File: src/rtl/contact_impulse_resolver_2d_top_defines.svh
// Assertion macros shared by the contact resolver RTL.
`ifndef CONTACT_IMPULSE_RESOLVER_2D_TOP_DEFINES_SVH
`define CONTACT_IMPULSE_RESOLVER_2D_TOP_DEFINES_SVH

// Same-cycle implication, checked on every rising clock edge outside reset.
`define CIR_ASSERT_IMP(name, pre, post, msg) \
	name: assert property (@(posedge clk) disable iff (!arst_n) (pre) |-> (post)) \
		else $error(msg);

// Next-cycle implication, checked on every rising clock edge outside reset.
`define CIR_ASSERT_NXT(name, pre, post, msg) \
	name: assert property (@(posedge clk) disable iff (!arst_n) (pre) |=> (post)) \
		else $error(msg);

`endif

File: src/rtl/cir_pkg.sv
// Shared types, widths and helpers of the contact resolver.
`timescale 1ns / 1ps
package cir_pkg;

	// Position and velocity accumulators keep headroom for impulse and push.
	localparam int WideW = 38;
	// Multiplier operands and product.
	localparam int MulAW = 36;
	localparam int MulBW = 33;
	localparam int ProdW = MulAW + MulBW;
	// Iterative unit: operand, divisor or root width, quotient bits.
	localparam int NumW  = 66;
	localparam int LenW  = 33;
	localparam int QuoW  = 25;
	localparam int NormW = 18;

	localparam logic signed [NormW-1:0] OneQ16    = 18'sd65536;
	localparam logic signed [NormW-1:0] MinusOneQ16 = -18'sd65536;

	localparam logic       ShapeCircle = 1'b0;
	localparam logic       ShapeBox    = 1'b1;
	localparam logic [1:0] KindStatic  = 2'd0;
	localparam logic [1:0] KindDynamic = 2'd1;

	// One body as held during a contact.
	typedef struct packed {
		logic signed [WideW-1:0] px;
		logic signed [WideW-1:0] py;
		logic signed [WideW-1:0] vx;
		logic signed [WideW-1:0] vy;
		logic [30:0]             hx;
		logic [30:0]             hy;
		logic [30:0]             m;
		logic [16:0]             e;
		logic                    shape;
		logic [1:0]              kind;
	} cir_body_t;

	// Request to the shared divide and root unit.
	typedef struct packed {
		logic go;
		logic is_sqrt;
	} cir_unit_req_t;

	// Response of the shared divide and root unit.
	typedef struct packed {
		logic            done;
		logic [LenW-1:0] value;
	} cir_unit_rsp_t;

	// Clamp a wide value to the 32-bit signed range.
	function automatic logic signed [31:0] sat32(input logic signed [WideW-1:0] v);
		logic signed [WideW-1:0] hi;
		logic signed [WideW-1:0] lo;
		hi = 38'sd2147483647;
		lo = -38'sd2147483648;
		if (v > hi) begin
			return 32'sh7fffffff;
		end else if (v < lo) begin
			return 32'sh80000000;
		end
		return v[31:0];
	endfunction

endpackage

File: src/rtl/cir_divsqrt.sv
// Shared iterative unit: restoring divider and integer square root, one bit a cycle.
`timescale 1ns / 1ps
module cir_divsqrt import cir_pkg::*; (
	input  logic            clk,
	input  logic            arst_n,
	input  cir_unit_req_t   req,
	input  logic [NumW-1:0] opa,
	input  logic [LenW-1:0] opb,
	output cir_unit_rsp_t   rsp
);

	logic            run_q;
	logic            done_q;
	logic            mode_q;
	logic [5:0]      cnt_q;
	logic [NumW-1:0] shf_q;
	logic [35:0]     rem_q;
	logic [LenW-1:0] root_q;
	logic [LenW-1:0] div_q;

	logic [33:0] t_div;
	logic [33:0] d_ext;
	logic        ge_div;
	logic [35:0] t_sq;
	logic [35:0] trial;
	logic        ge_sq;

	// Trial subtraction for both modes.
	assign t_div  = {rem_q[32:0], shf_q[NumW-1]};
	assign d_ext  = {1'b0, div_q};
	assign ge_div = (t_div >= d_ext);
	assign t_sq   = {rem_q[33:0], shf_q[NumW-1:NumW-2]};
	assign trial  = {1'b0, root_q, 2'b01};
	assign ge_sq  = (t_sq >= trial);

	// Sequencing of the iterations.
	always_ff @(posedge clk or negedge arst_n) begin
		if (!arst_n) begin
			run_q  <= 1'b0;
			done_q <= 1'b0;
		end else begin
			done_q <= 1'b0;
			if (req.go) begin
				run_q <= 1'b1;
			end else if (run_q && cnt_q == 6'd0) begin
				run_q  <= 1'b0;
				done_q <= 1'b1;
			end
		end
	end

	// Remainder, root or quotient, and remaining operand bits.
	always_ff @(posedge clk) begin
		if (req.go) begin
			mode_q <= req.is_sqrt;
			div_q  <= opb;
			root_q <= '0;
			if (req.is_sqrt) begin
				cnt_q <= 6'(LenW - 1);
				shf_q <= opa;
				rem_q <= '0;
			end else begin
				cnt_q <= 6'(QuoW - 1);
				shf_q <= {opa[QuoW-1:0], {(NumW-QuoW){1'b0}}};
				rem_q <= 36'(opa[55:QuoW]);
			end
		end else if (run_q) begin
			cnt_q <= cnt_q - 6'd1;
			if (mode_q) begin
				shf_q  <= {shf_q[NumW-3:0], 2'b00};
				root_q <= {root_q[LenW-2:0], ge_sq};
				rem_q  <= ge_sq ? (t_sq - trial) : t_sq;
			end else begin
				shf_q  <= {shf_q[NumW-2:0], 1'b0};
				root_q <= {root_q[LenW-2:0], ge_div};
				rem_q  <= 36'(ge_div ? (t_div - d_ext) : t_div);
			end
		end
	end

	assign rsp.done  = done_q;
	assign rsp.value = root_q;

endmodule

File: config.mk
export PLATFORM = sky130hd
export DESIGN_NAME = cir_divsqrt
export DESIGN_NICKNAME = d
export VERILOG_FILES = /design/src/rtl/contact_impulse_resolver_2d_top_defines.svh /design/src/rtl/cir_pkg.sv /design/src/rtl/cir_divsqrt.sv
export SDC_FILE = /design/constraint.sdc
export NUM_CORES = 1
export LEC_CHECK = 0
export ABC_AREA = 1
export BUFFER_PORTS_ARGS = -buffer_cell sky130_fd_sc_hd__buf_2
export CAP_MARGIN = 10
export CORE_UTILIZATION = 50
export CTS_CLUSTER_DIAMETER = 150
export DETAILED_ROUTE_END_ITERATION = 16
export HOLD_SLACK_MARGIN = 0.12
export PLACE_DENSITY = 0.72
export SETUP_SLACK_MARGIN = 0.5
export SYNTH_ARGS = -nofsm -noshare
export SYNTH_HDL_FRONTEND = slang
export SYNTH_SLANG_ARGS = --single-unit
File: constraint.sdc
create_clock -name clk -period 6.4 [get_ports clk]
set_input_delay 0.96 -clock clk [delete_from_list [all_inputs] [get_ports clk]]
set_output_delay 0.96 -clock clk [all_outputs]
set_load 0.005 [all_outputs]
==> results_dict.tcl, run 1 <==
set metrics [dict create \
    post-route-period-util_pct 56.9 \
    synth-edff-count 140 \
    wl_per_cell_um 17.6 \
    cp.required_ns 6.73 \
    cts_tree "yes" \
    p_clk_share_pct 15.2 \
    final_antenna_net_count 0 \
    p_sw_share_pct 51.5 \
    p_comb_share_pct 60.1 \
    fin_ws_ns 2.76 \
    synth_area_um2 13800 \
    antenna_cells 0 \
    std_cell_rows 60 \
    synthTopCellsByArea "edfxtp_1 (30%), nand2_1 (18%), inv_1 (8.3%)" \
    final_cell_count_no_fill 2487 \
    clock.fmax_mhz 274 \
    hp-class "input port to async pin" \
    cellLeakagePower_nw 7.75 \
    cellPowerDensity_nw_per_um2 465 \
    skew_ns 0.0181 \
    synth.net_count 2212 \
    drt_iter0_markers 1334 \
    insertion_delay_ns 0.46 \
    cts-htree-levels 4 \
    r2r-start "rem_q[20]$_DFFE_PP_" \
    multi_input_area_um2 7390 \
    track_usage_pct 31.2 \
    path_delay_family "simple AND/OR/NAND/NOR gates" \
    fin_setup_tns_ns 0 \
    crit_buf_inv 1 \
    avgSynthCellArea_um2 6.78 \
    dpl.hpwl_um 33700 \
    worstPathMaxFanout 37 \
    area_growth_syn_to_layout_pct 10.4 \
    worstReg2RegEnd "rem_q[5]$_DFFE_PP_" \
    yosys_warnings 0 \
    period_needed_ns 3.64 \
    startpoint "rem_q[20]$_DFFE_PP_" \
    hold_viol 0 \
    max_cap_viol_count 0 \
    viasPerCell 5.54 \
    clock_path_buffers 2 \
    dr.pass1.iters 7 \
    antenna_found_initial 0 \
    irDropWorstVdd_mv 0.261 \
    ys_seq_area_share_pct 35.6 \
    power_switching_w 0.00366 \
    slowest_stage "nor2_2" \
    die-area_um2 28300 \
    cp-start-kind "flop" \
    dominantRegCellSynth "edfxtp_1" \
    tightestPinTransition_ns 1.19 \
    ys_types 46 \
    hold_buffers 0 \
    die_width_um 168 \
    dpl_cell_area_um2 14700 \
    detailedPlace.worstSlack_ns 2.93 \
    worstPathArrival_ns 3.97 \
    synthTopCellsByCount "nand2_1 (652), inv_1 (307), nor2_1 (248), nand3_1 (208), edfxtp_1 (140)" \
    end_kind "flop" \
    netlist_instances 2038 \
    drive_gt1_share_pct 9.65 \
    routed_wl_um 43800 \
    gp_congestion 0.981 \
    yosysMostFrequentCell "nand2_1" \
    fillerInstances 2653 \
    seq_area_um2 4910 \
    post_cts_resized 0 \
    slew_viol_final 0 \
    ios 137 \
    ys_async_sr_fraction_pct 1.14 \
    status "complete, no violations" \
    cts_buffers 17 \
    r2r_slack_ns 2.76 \
    p_int_w 0.00344 \
    ys_seq_elements 175 \
    crit_path_frequent_cell "nand2_1" \
    grt_pass1_vias 12900 \
    cts.clk_slew.worst_paths_ns 0.08 \
    overflow 0 \
    setup_viol 0 \
    grt_max_degree 99 \
    worstSetupPathType "flop to flop" \
    num_vias 13800 \
    synth_largest_area_cell "edfxtp_1" \
    core_um2 27000 \
    cts_num_sinks 175 \
    power_frac_seq_pct 24.7 \
    drc_errors 0 \
    dieHeight_um 168 \
    place_inst 2455 \
    numPortBuffers 136 \
    cts_setup_buffers 0 \
    fin_nets 2307 \
    synth_top_area_share_pct 30.4 \
    critical-path-max-stage-delay_ns 0.91 \
    grt_pass1_wl_um 68400 \
    slew-limit-headroom_pct 20.5 \
    final_cell_area_um2 15200 \
    ff2ff_path_depth 14 \
    path_cells "ha_1 > a21oi_1 > nand2_1 > nand2_1 > nand2_1 > nand2_1 > nand2_1 > nor2_2 > nand2_8 > inv_2 > nand2_1 > nand3_1 > nand3_1 > nand2_1" \
    cts_root_buf "clkbuf_16" \
    rsz0062_at_grt "no" \
    start_util_pct 51.1 \
]
==> cell families (layout without fill, tap and decap cells) <==
group                      Yosys count  in the layout  share of synthesized area, %
and+or+nand+nor                   1170           1170                          35.2
buffers and inverters              383            491                          11.0
AOI/OAI and AO/OA                  206            206                          9.70
DFF                                175            175                          35.6
adders and majority gates           71             71                          6.48
xor gates and xnor gates            33             33                          2.09
==> registers in the layout (all words and copies together), names as in the netlist <==
signal / cells
mode_q: 1
shf_q: 66
div_q: 33
rem_q: 34
done_q: 1
run_q: 1
cnt_q: 6
root_q: 33
==> routing by layer <==
| metal | part of all wire (%) | track usage [%] | up-vias |
|---|---|---|---|
| li1 | - | - | 6777 |
| met1 | 41 | 39.6 | 6290 |
| met2 | 47 | 51.4 | 615 |
| met3 | 8.3 | 6.46 | 99 |
| met4 | 3.7 | 13.8 | 0 |
| met5 | 0 | 0 | - |
==> final cells by class <==
cell class / count / share of cell area, %
clock buffer: 19 / 2.98
clock inverter: 13 / 0.927
inverter: 318 / 7.85
multi-input combinational: 1480 / 48.5
sequential: 175 / 32.2
tap: 341 / 2.80
timing repair buffer: 141 / 4.73
==> power by group through the flow <==
stage                     sequential (W)  combinational, W  clock [W]
final                            0.00175           0.00427    0.00108
after global routing             0.00176           0.00479    0.00112
after CTS                        0.00175           0.00420    0.00109
after detailed placement         0.00177           0.00416          0
after global placement           0.00176           0.00414          0
after floorplan                  0.00166           0.00322          0
==> worst max-delay path by stage <==
| stage | end | slack, ns | cells after the start |
|---|---|---|---|
| finish | rem_q[5]$_DFFE_PP_ | 2.76 | 14 |
| global route | rem_q[18]$_DFFE_PP_ | 2.58 | 14 |
| CTS | rem_q[5]$_DFFE_PP_ | 2.90 | 14 |
| detailed placement | rem_q[5]$_DFFE_PP_ | 2.93 | 14 |
| global placement | rem_q[29]$_DFFE_PP_ | 2.98 | 4 |
| floorplan | cnt_q[0]$_SDFFCE_PP0P_ | 1.71 | 3 |
==> cell usage in the layout (no fill, tap or decap), types with 9 or more instances in the layout <==
master | Yosys | routed
clkbuf_16 | 0 | 18
edfxtp_1 | 140 | 140
buf_2 | 5 | 135
nand3b_1 | 10 | 10
inv_1 | 307 | 306
ha_1 | 70 | 70
o21ai_0 | 19 | 19
o21bai_1 | 9 | 9
xor2_1 | 32 | 32
dfxtp_1 | 33 | 33
nor2_1 | 248 | 247
o31ai_1 | 61 | 61
nand2_1 | 652 | 652
a21oi_1 | 50 | 50
nand3_1 | 208 | 208
a22oi_1 | 25 | 25
nor2_2 | 10 | 10
nand4_1 | 14 | 14
o22ai_1 | 32 | 32
==> metrics by stage <==
step                      hold WS, ns  util (%)  power [W]
final                           0.259      56.4    0.00710
after global routing            0.260      56.4    0.00768
after CTS                       0.247      56.4    0.00703
after detailed placement        0.504      54.2    0.00593
after global placement          0.485      54.2    0.00591
after floorplan                 0.484         -    0.00488
Power figures use the tool's default switching activity.
==> inputs of run 2 (changes only) <==
--- a/config.mk
+++ b/config.mk
@@ -5,14 +5,14 @@
 export SDC_FILE = /design/constraint.sdc
 export NUM_CORES = 1
 export LEC_CHECK = 0
-export ABC_AREA = 1
+export ABC_AREA = 0
 export BUFFER_PORTS_ARGS = -buffer_cell sky130_fd_sc_hd__buf_2
 export CAP_MARGIN = 10
 export CORE_UTILIZATION = 50
 export CTS_CLUSTER_DIAMETER = 150
 export DETAILED_ROUTE_END_ITERATION = 16
 export HOLD_SLACK_MARGIN = 0.12
-export PLACE_DENSITY = 0.72
+export PLACE_DENSITY = 0.73
 export SETUP_SLACK_MARGIN = 0.5
 export SYNTH_ARGS = -nofsm -noshare
 export SYNTH_HDL_FRONTEND = slang
==> constraint.sdc (replaced) <==
create_clock -name clk -period 3.8 [get_ports clk]
set_input_delay 0.57 -clock clk [delete_from_list [all_inputs] [get_ports clk]]
set_output_delay 0.57 -clock clk [all_outputs]
set_load 0.005 [all_outputs]
==> results_dict.tcl, run 2 <==
set metrics [dict create \
    setup_viol 0 \
    synthTopCellsByArea "edfxtp_1 (33%), mux2i_1 (8.3%), ha_1 (7.0%)" \
    std_cell_rows 57 \
    synth_largest_area_cell "edfxtp_1" \
    irDropWorstVdd_mv 0.375 \
    drc_errors 0 \
    worstPathArrival_ns 3.45 \
    overflow 0 \
    ys_types 79 \
    start_util_pct 51.3 \
    insertion_delay_ns 0.44 \
    cellPowerDensity_nw_per_um2 797 \
    slowest_stage "edfxtp_1" \
    top_register "shf_q" \
    cellLeakagePower_nw 6.40 \
    path_delay_family "compound AO/OA/AOI/OAI gates" \
    worstSetupPathType "flop to flop" \
    grt_pass1_vias 10000 \
    status "complete, no violations" \
    synth_top_area_share_pct 33.4 \
    path_cells "ha_2 > and3_1 > nand3_2 > a2111oi_4 > o31ai_4 > a211oi_4 > nor2_2 > buf_4 > a21oi_1 > o31ai_2 > and3_1" \
    fin_nets 1661 \
    ys_seq_area_share_pct 39.0 \
    gp_congestion 0.941 \
    drive_gt1_share_pct 19.5 \
    core_um2 24500 \
    die_width_um 161 \
    tightestPinTransition_ns 0.999 \
    cts-htree-levels 4 \
    detailedPlace.worstSlack_ns 0.298 \
    routed_wl_um 36000 \
    ys_async_sr_fraction_pct 1.14 \
    critical-path-max-stage-delay_ns 0.50 \
    cp-start-kind "flop" \
    area_growth_syn_to_layout_pct 16.0 \
    synth-edff-count 140 \
    dr.pass1.iters 6 \
    cp.required_ns 4.00 \
    viasPerCell 6.06 \
    netlist_instances 1368 \
    mostFrequentLayoutCells "edfxtp_1 (140), nand2_1 (139), buf_2 (135), mux2i_1 (105)" \
    synth_area_um2 12600 \
    track_usage_pct 27.5 \
    fillerInstances 2165 \
    crit_buf_inv 1 \
    seq_area_um2 4920 \
    postLayoutCoreUtil_pct 59.6 \
    period_needed_ns 3.25 \
    synthTopCellsByCount "edfxtp_1 (140), nand2_1 (139), mux2i_1 (105), a21oi_1 (103), nor2_1 (98)" \
    numPortBuffers 136 \
    synth.net_count 1542 \
    end_kind "flop" \
    fin_setup_tns_ns 0 \
    slew_viol_final 0 \
    yosys_warnings 0 \
    final_common_cell "edfxtp_1" \
    antenna_found_initial 0 \
    multi_input_area_um2 7280 \
    cts_buffers 17 \
    fin_ws_ns 0.551 \
    largest_reg_flops 66 \
    reg_top3 "shf_q: 66 flops, rem_q: 34 flops" \
    dominantRegCellSynth "edfxtp_1" \
    dpl.hpwl_um 26500 \
    antenna_cells 0 \
    worstPathMaxFanout 6 \
    num_vias 11000 \
    ios 137 \
    clock_path_buffers 2 \
    die-area_um2 25800 \
    drt_iter0_markers 1077 \
    crit_path_frequent_cell "and3_1" \
    post-route-period-util_pct 85.5 \
    cts_root_buf "clkbuf_16" \
    grt_pass1_wl_um 55000 \
    hold_viol 0 \
    cts_num_sinks 175 \
    dieHeight_um 161 \
    skew_ns 0.0109 \
    hp-class "input port to flop" \
    clock.fmax_mhz 308 \
    wl_per_cell_um 19.7 \
    rsz0062_at_grt "yes" \
    cts_tree "yes" \
    final_antenna_net_count 0 \
    ys_seq_elements 175 \
    avgSynthCellArea_um2 9.20 \
    slew-limit-headroom_pct 33.4 \
    yosysMostFrequentCell "edfxtp_1" \
    max_cap_viol_count 0 \
    grt_max_degree 107 \
    cts.clk_slew.worst_paths_ns 0.07 \
]
-- run 2: worst paths after layout --
path,startpoint,to,slack [ns],depth (start not counted)
max in group asynchronous,arst_n,run_q$_DFFE_PN0P_,3.25,2
worst max register to register,rem_q[17]$_DFFE_PP_,rem_q[27]$_DFFE_PP_,0.55,11
min in group asynchronous,arst_n,done_q$_DFF_PN0_,0.44,2
worst max-delay path,rem_q[17]$_DFFE_PP_,rem_q[27]$_DFFE_PP_,0.55,11
worst min-delay path,opb[26],div_q[26]$_DFFE_PP_,0.30,1
worst min register to register,cnt_q[5]$_DFFE_PP_,done_q$_DFF_PN0_,0.48,1
-- run 2: kinds of logic after synthesis --
group | Yosys count | synth area share (%)
AO/OA/AOI/OAI | 401 | 21.4
AND/OR/NAND/NOR | 386 | 14.4
flip-flops | 175 | 39.0
buffers and inverters | 172 | 5.57
multiplexers | 108 | 8.62
adder cells (fa/ha/maj) | 71 | 7.12
XOR/XNOR | 55 | 3.83
-- run 2: metrics by stage --
step	instances	total power, W	instance area [µm²]	hold WS (ns)
2_1_floorplan	1368	0.00742	12600	0.274
4_1_cts	1805	0.0109	14200	0.290
6_report	1824	0.0116	14600	0.298
5_1_grt	1824	0.0123	14600	0.282
3_5_place_dp	1768	0.00904	13600	0.361
3_3_place_gp	1768	0.00898	13600	0.359
-- run 2: worst register-to-register path, delay by kind of cell (launching register included) --
kind                     cells  cell delay [ns]
AO/OA/AOI/OAI                5             1.26
AND/OR/NAND/NOR              4             0.66
flip-flops                   1             0.50
adder cells (fa/ha/maj)      1             0.44
buffers and inverters        1             0.17
-- run 2: routing by layer --
layer | global-route usage (%) | up-vias | part of all wire [%]
met5 | 0 | - | 0
met3 | 5.32 | 64 | 8.3
met4 | 11.8 | 0 | 3.3
met2 | 40.6 | 485 | 44
li1 | - | 5260 | -
met1 | 39.2 | 5236 | 44
-- run 2: report_power, final --
| part | switching (W) | total [W] | internal [W] |
|---|---|---|---|
| clock | 0.000824 | 0.00174 | 0.000918 |
| sequential | 0.000360 | 0.00285 | 0.00249 |
| combinational | 0.00409 | 0.00705 | 0.00296 |
-- run 2: final cells by class --
class                           instances  share of cell area (%)
Clock buffer                           19                    2.96
Clock inverter                         13                   0.891
Inverter                               87                    2.26
Multi-Input combinational cell       1021                    49.8
Sequential cell                       175                    33.7
Tap cell                              324                    2.77
Timing Repair Buffer                  185                    7.63
-- run 2: timing repair --
item	4_1_cts	5_1_grt
hold buffers	1	0
setup buffers	4	19
setup endpoints to repair	30	35
gates resized for setup	7	57
hold endpoints to repair	2	0
pin swaps	1	11
